$ cat config.mk
export PLATFORM = sky130hd
export DESIGN_NAME = sdsf_obuf
export DESIGN_NICKNAME = d
export VERILOG_FILES = /design/src/hw/rtl/sdsf_obuf.sv
export SDC_FILE = /design/constraint.sdc
export NUM_CORES = 1
export LEC_CHECK = 0
export CAP_MARGIN = 25
export CORE_MARGIN = 2
export CORE_UTILIZATION = 50
export CTS_BUF_LIST = sky130_fd_sc_hd__clkbuf_16
export DETAILED_ROUTE_END_ITERATION = 6
export DONT_BUFFER_PORTS = 1
export GPL_TIMING_DRIVEN = 0
export PLACE_DENSITY_LB_ADDON = 0.12
export SLEW_MARGIN = 10
export SYNTH_ARGS = -nofsm -noshare
export SYNTH_HDL_FRONTEND = slang
export SYNTH_SLANG_ARGS = --single-unit
$ cat constraint.sdc
create_clock -name clk -period 3.2 [get_ports clk]
set_input_delay 0.16 -clock clk [delete_from_list [all_inputs] [get_ports clk]]
set_output_delay 0.16 -clock clk [all_outputs]
set_load 0.005 [all_outputs]
$ cat src/hw/rtl/sdsf_obuf.sv
`default_nettype none
// Two-entry output buffer; full is derived from registers only.
module sdsf_obuf #(
  parameter int W = 50
) (
  input  wire logic         clk,
  input  wire logic         rst,
  input  wire logic         push,
  input  wire logic [W-1:0] push_data,
  output logic              full,
  output logic              out_valid,
  input  wire logic         out_ready,
  output logic [W-1:0]      out_data
);

  logic [W-1:0] mem [2];
  logic         wr_ptr;
  logic         rd_ptr;
  logic [1:0]   cnt;
  logic         pop;

  assign pop       = out_valid && out_ready;
  assign full      = cnt == 2'd2;
  assign out_valid = cnt != 2'd0;
  assign out_data  = mem[rd_ptr];

  always_ff @(posedge clk) begin
    if (rst) begin
      wr_ptr <= 1'b0;
      rd_ptr <= 1'b0;
      cnt    <= 2'd0;
    end else begin
      if (push) wr_ptr <= ~wr_ptr;
      if (pop)  rd_ptr <= ~rd_ptr;
      cnt <= cnt + 2'(push) - 2'(pop);
    end
  end

  always_ff @(posedge clk) begin
    if (push) mem[wr_ptr] <= push_data;
  end

endmodule
`default_nettype wire

==> out/metrics.cfg <==
[drt]
dr_total_vias = 1797
wl_per_cell_um = 17.2
drc_errors = 0
dr.first_iter.drc_count = 71
wirelength_mm = 6.08
detail_route.first_pass.iterations = 4
vias_per_cell = 5.08
final_antenna_net_count = 0

[final_layout]
fin_nets = 300
fillers = 592
n_antenna_cell = 0
syn_to_final_growth_pct = 23.8
final_cell_mix = 100 x edfxtp_1, 52 x dlygate4sd3_1, 50 x mux2_4
drive_above_1_share_pct = 30.9
final_util_pct = 62.9
layout_commonest_cell = edfxtp_1

[setup_path]
arrival_ns = 1.60
crit_path_start = wr_ptr
crit_end = mem[1][30]
critPathTopFamily = simple AND/OR/NAND/NOR gates
critPathLaunchType = register
cp_num_cells = 2
crit_buf_inv = 1
path_cells = and2_2 -> buf_12
endpoint_kind = register
r2r-end = mem[1][30]
crit_fanout = 28
rr_worst_depth = 2
reg2reg_from = wr_ptr
reg2reg_slack_ns = 1.63
required_ns = 3.23
slowest_delay_ns = 0.57
crit_slowest_cell = and2_2
path_class = reg -> reg

[sta]
setup_viol = 0
post-route-period-util_pct = 49.0
tightest_slew_ns = 0.737
finClkSkew_ns = 0.00550
fmax_mhz = 637
post-route-min-period_ns = 1.57
drv_slew = 0
finalHoldViolCount = 0
max_slew_margin_pct = 50.8
rsz0062_at_grt = no

[floorplan]
placementRows = 33
io_pins = 106
dieArea_um2 = 8960
die_h_um = 94.7
initial_utilization_pct = 50.8
core_um2 = 8090
die_w_um = 94.7

[placement]
port_buffers = 0
gp_congestion = 0.619
dpl.hpwl_mm = 4.06

[logic_synthesis]
synth_warnings = 0
netlist_area_um2 = 4110
synth.distinct_cells = 16
ys_seq_area_share_pct = 75.5
syn-mean-instance-area_um2 = 23.0
yosysTopAreaCellShare_pct = 73.1
synth_top_area_cell = edfxtp_1
syn_inst = 179
synth_nets = 235
ys_seq_elements = 105
synth_area_leaders = edfxtp_1 73%, mux2_4 18%, buf_12 2.4%, dfxtp_1 2.4%, ha_1 0.61%

[cts]
cts-buffers-inserted = 9
clk_latency_ns = 0.33
cts_sinks = 105
path_clk_slew_ns = 0.07
cts_tree = done
htree_levels = 3
cts_setup_buffers = 0
cts_buffer_depth = 2
root_buffer = clkbuf_16

[global_routing]
antenna_found_initial = 0
grt_max_degree = 29
grt_pass1_wl_mm = 8.91
overflow = 0
grt_pass1_vias = 1804
grt_usage_pct = 13.9

[job]
drv_cap = 0

[pwr]
vdd_ir_drop_max_mv = 0.379
p_leak_uw = 0.00185
powerDensity_nw_per_um2 = 662
finalPower_uw = 3370

[hold_path]
min_from = push
hp-class = in -> reg

[status]
status = complete, no violations

worst min-delay path by stage:
| stage | slack (ns) | to | cells past startpoint |
|---|---|---|---|
| final | 0.08 | cnt[0] | 2 |
| after global routing | 0.09 | cnt[0] | 2 |
| after CTS | 0.07 | cnt[0] | 2 |
| after detailed placement | 0.24 | cnt[0] | 1 |
| after global placement | 0.23 | cnt[0] | 1 |
| after floorplan | 0.23 | cnt[0] | 1 |
metrics by stage:
stage	cells	instance area (µm²)	setup slack (ns)	hold WS, ns	setup TNS, ns
6_report	354	5090	1.63	0.0820	0
3_5_place_dp	286	4290	1.61	0.237	0
4_1_cts	354	5090	1.58	0.0704	0
3_3_place_gp	284	4240	-0.769	0.233	-38.37
5_1_grt	354	5090	1.54	0.0938	0
2_1_floorplan	179	4110	0.178	0.232	0
layout make-up:
| type | instances | area (µm²) | share of cell area [%] |
|---|---|---|---|
| sequential | 105 | 3100 | 61.0 |
| clock inverter | 7 | 53.8 | 1.06 |
| tap | 105 | 131 | 2.58 |
| timing repair buffer | 54 | 561 | 11.0 |
| clock buffer | 9 | 225 | 4.43 |
| inverter | 2 | 7.51 | 0.148 |
| buffer | 6 | 111 | 2.19 |
| multi-input combinational | 66 | 896 | 17.6 |
where the power goes:
group          leakage (µW)  switching (µW)  internal (µW)
clock network      0.000141             462            535
logic              0.000727             286            433
registers          0.000980            37.6           1610
total               0.00185             785           2580
state kept, by name, indices dropped and copies added (netlist names), named ones only:
name    cells
cnt         2
mem       100
rd_ptr      1
wr_ptr      1
synth_stat cells:
cell type	number
and2_1	1
and2b_1	1
buf_12	5
buf_6	1
dfxtp_1	5
edfxtp_1	100
ha_1	2
inv_1	2
mux2_1	2
mux2_4	50
nor2_1	3
nor2b_1	3
o21a_1	1
or2_2	1
xnor2_1	1
xnor3_1	1
per-layer routing:
layer,up-vias,routed length [µm],global-route usage (%)
met5,-,0,0
met4,0,133,7.61
met3,11,438,4.31
met2,68,3370,24.9
met1,886,2140,14.3
li1,832,-,-
logic make-up after synthesis:
group	Yosys count	synth area share, %
compound gates	1	0.183
xor+xnor	2	0.761
fa+ha+maj	2	0.609
buf+inv	8	2.89
flops	105	75.5
mux	52	18.8
simple gates	9	1.22
timing repair:
item	CTS	global route
endpoints found under the hold margin	103	0
hold buffers	52	0
gates resized for setup	0	0
Power figures use the tool's default switching activity.
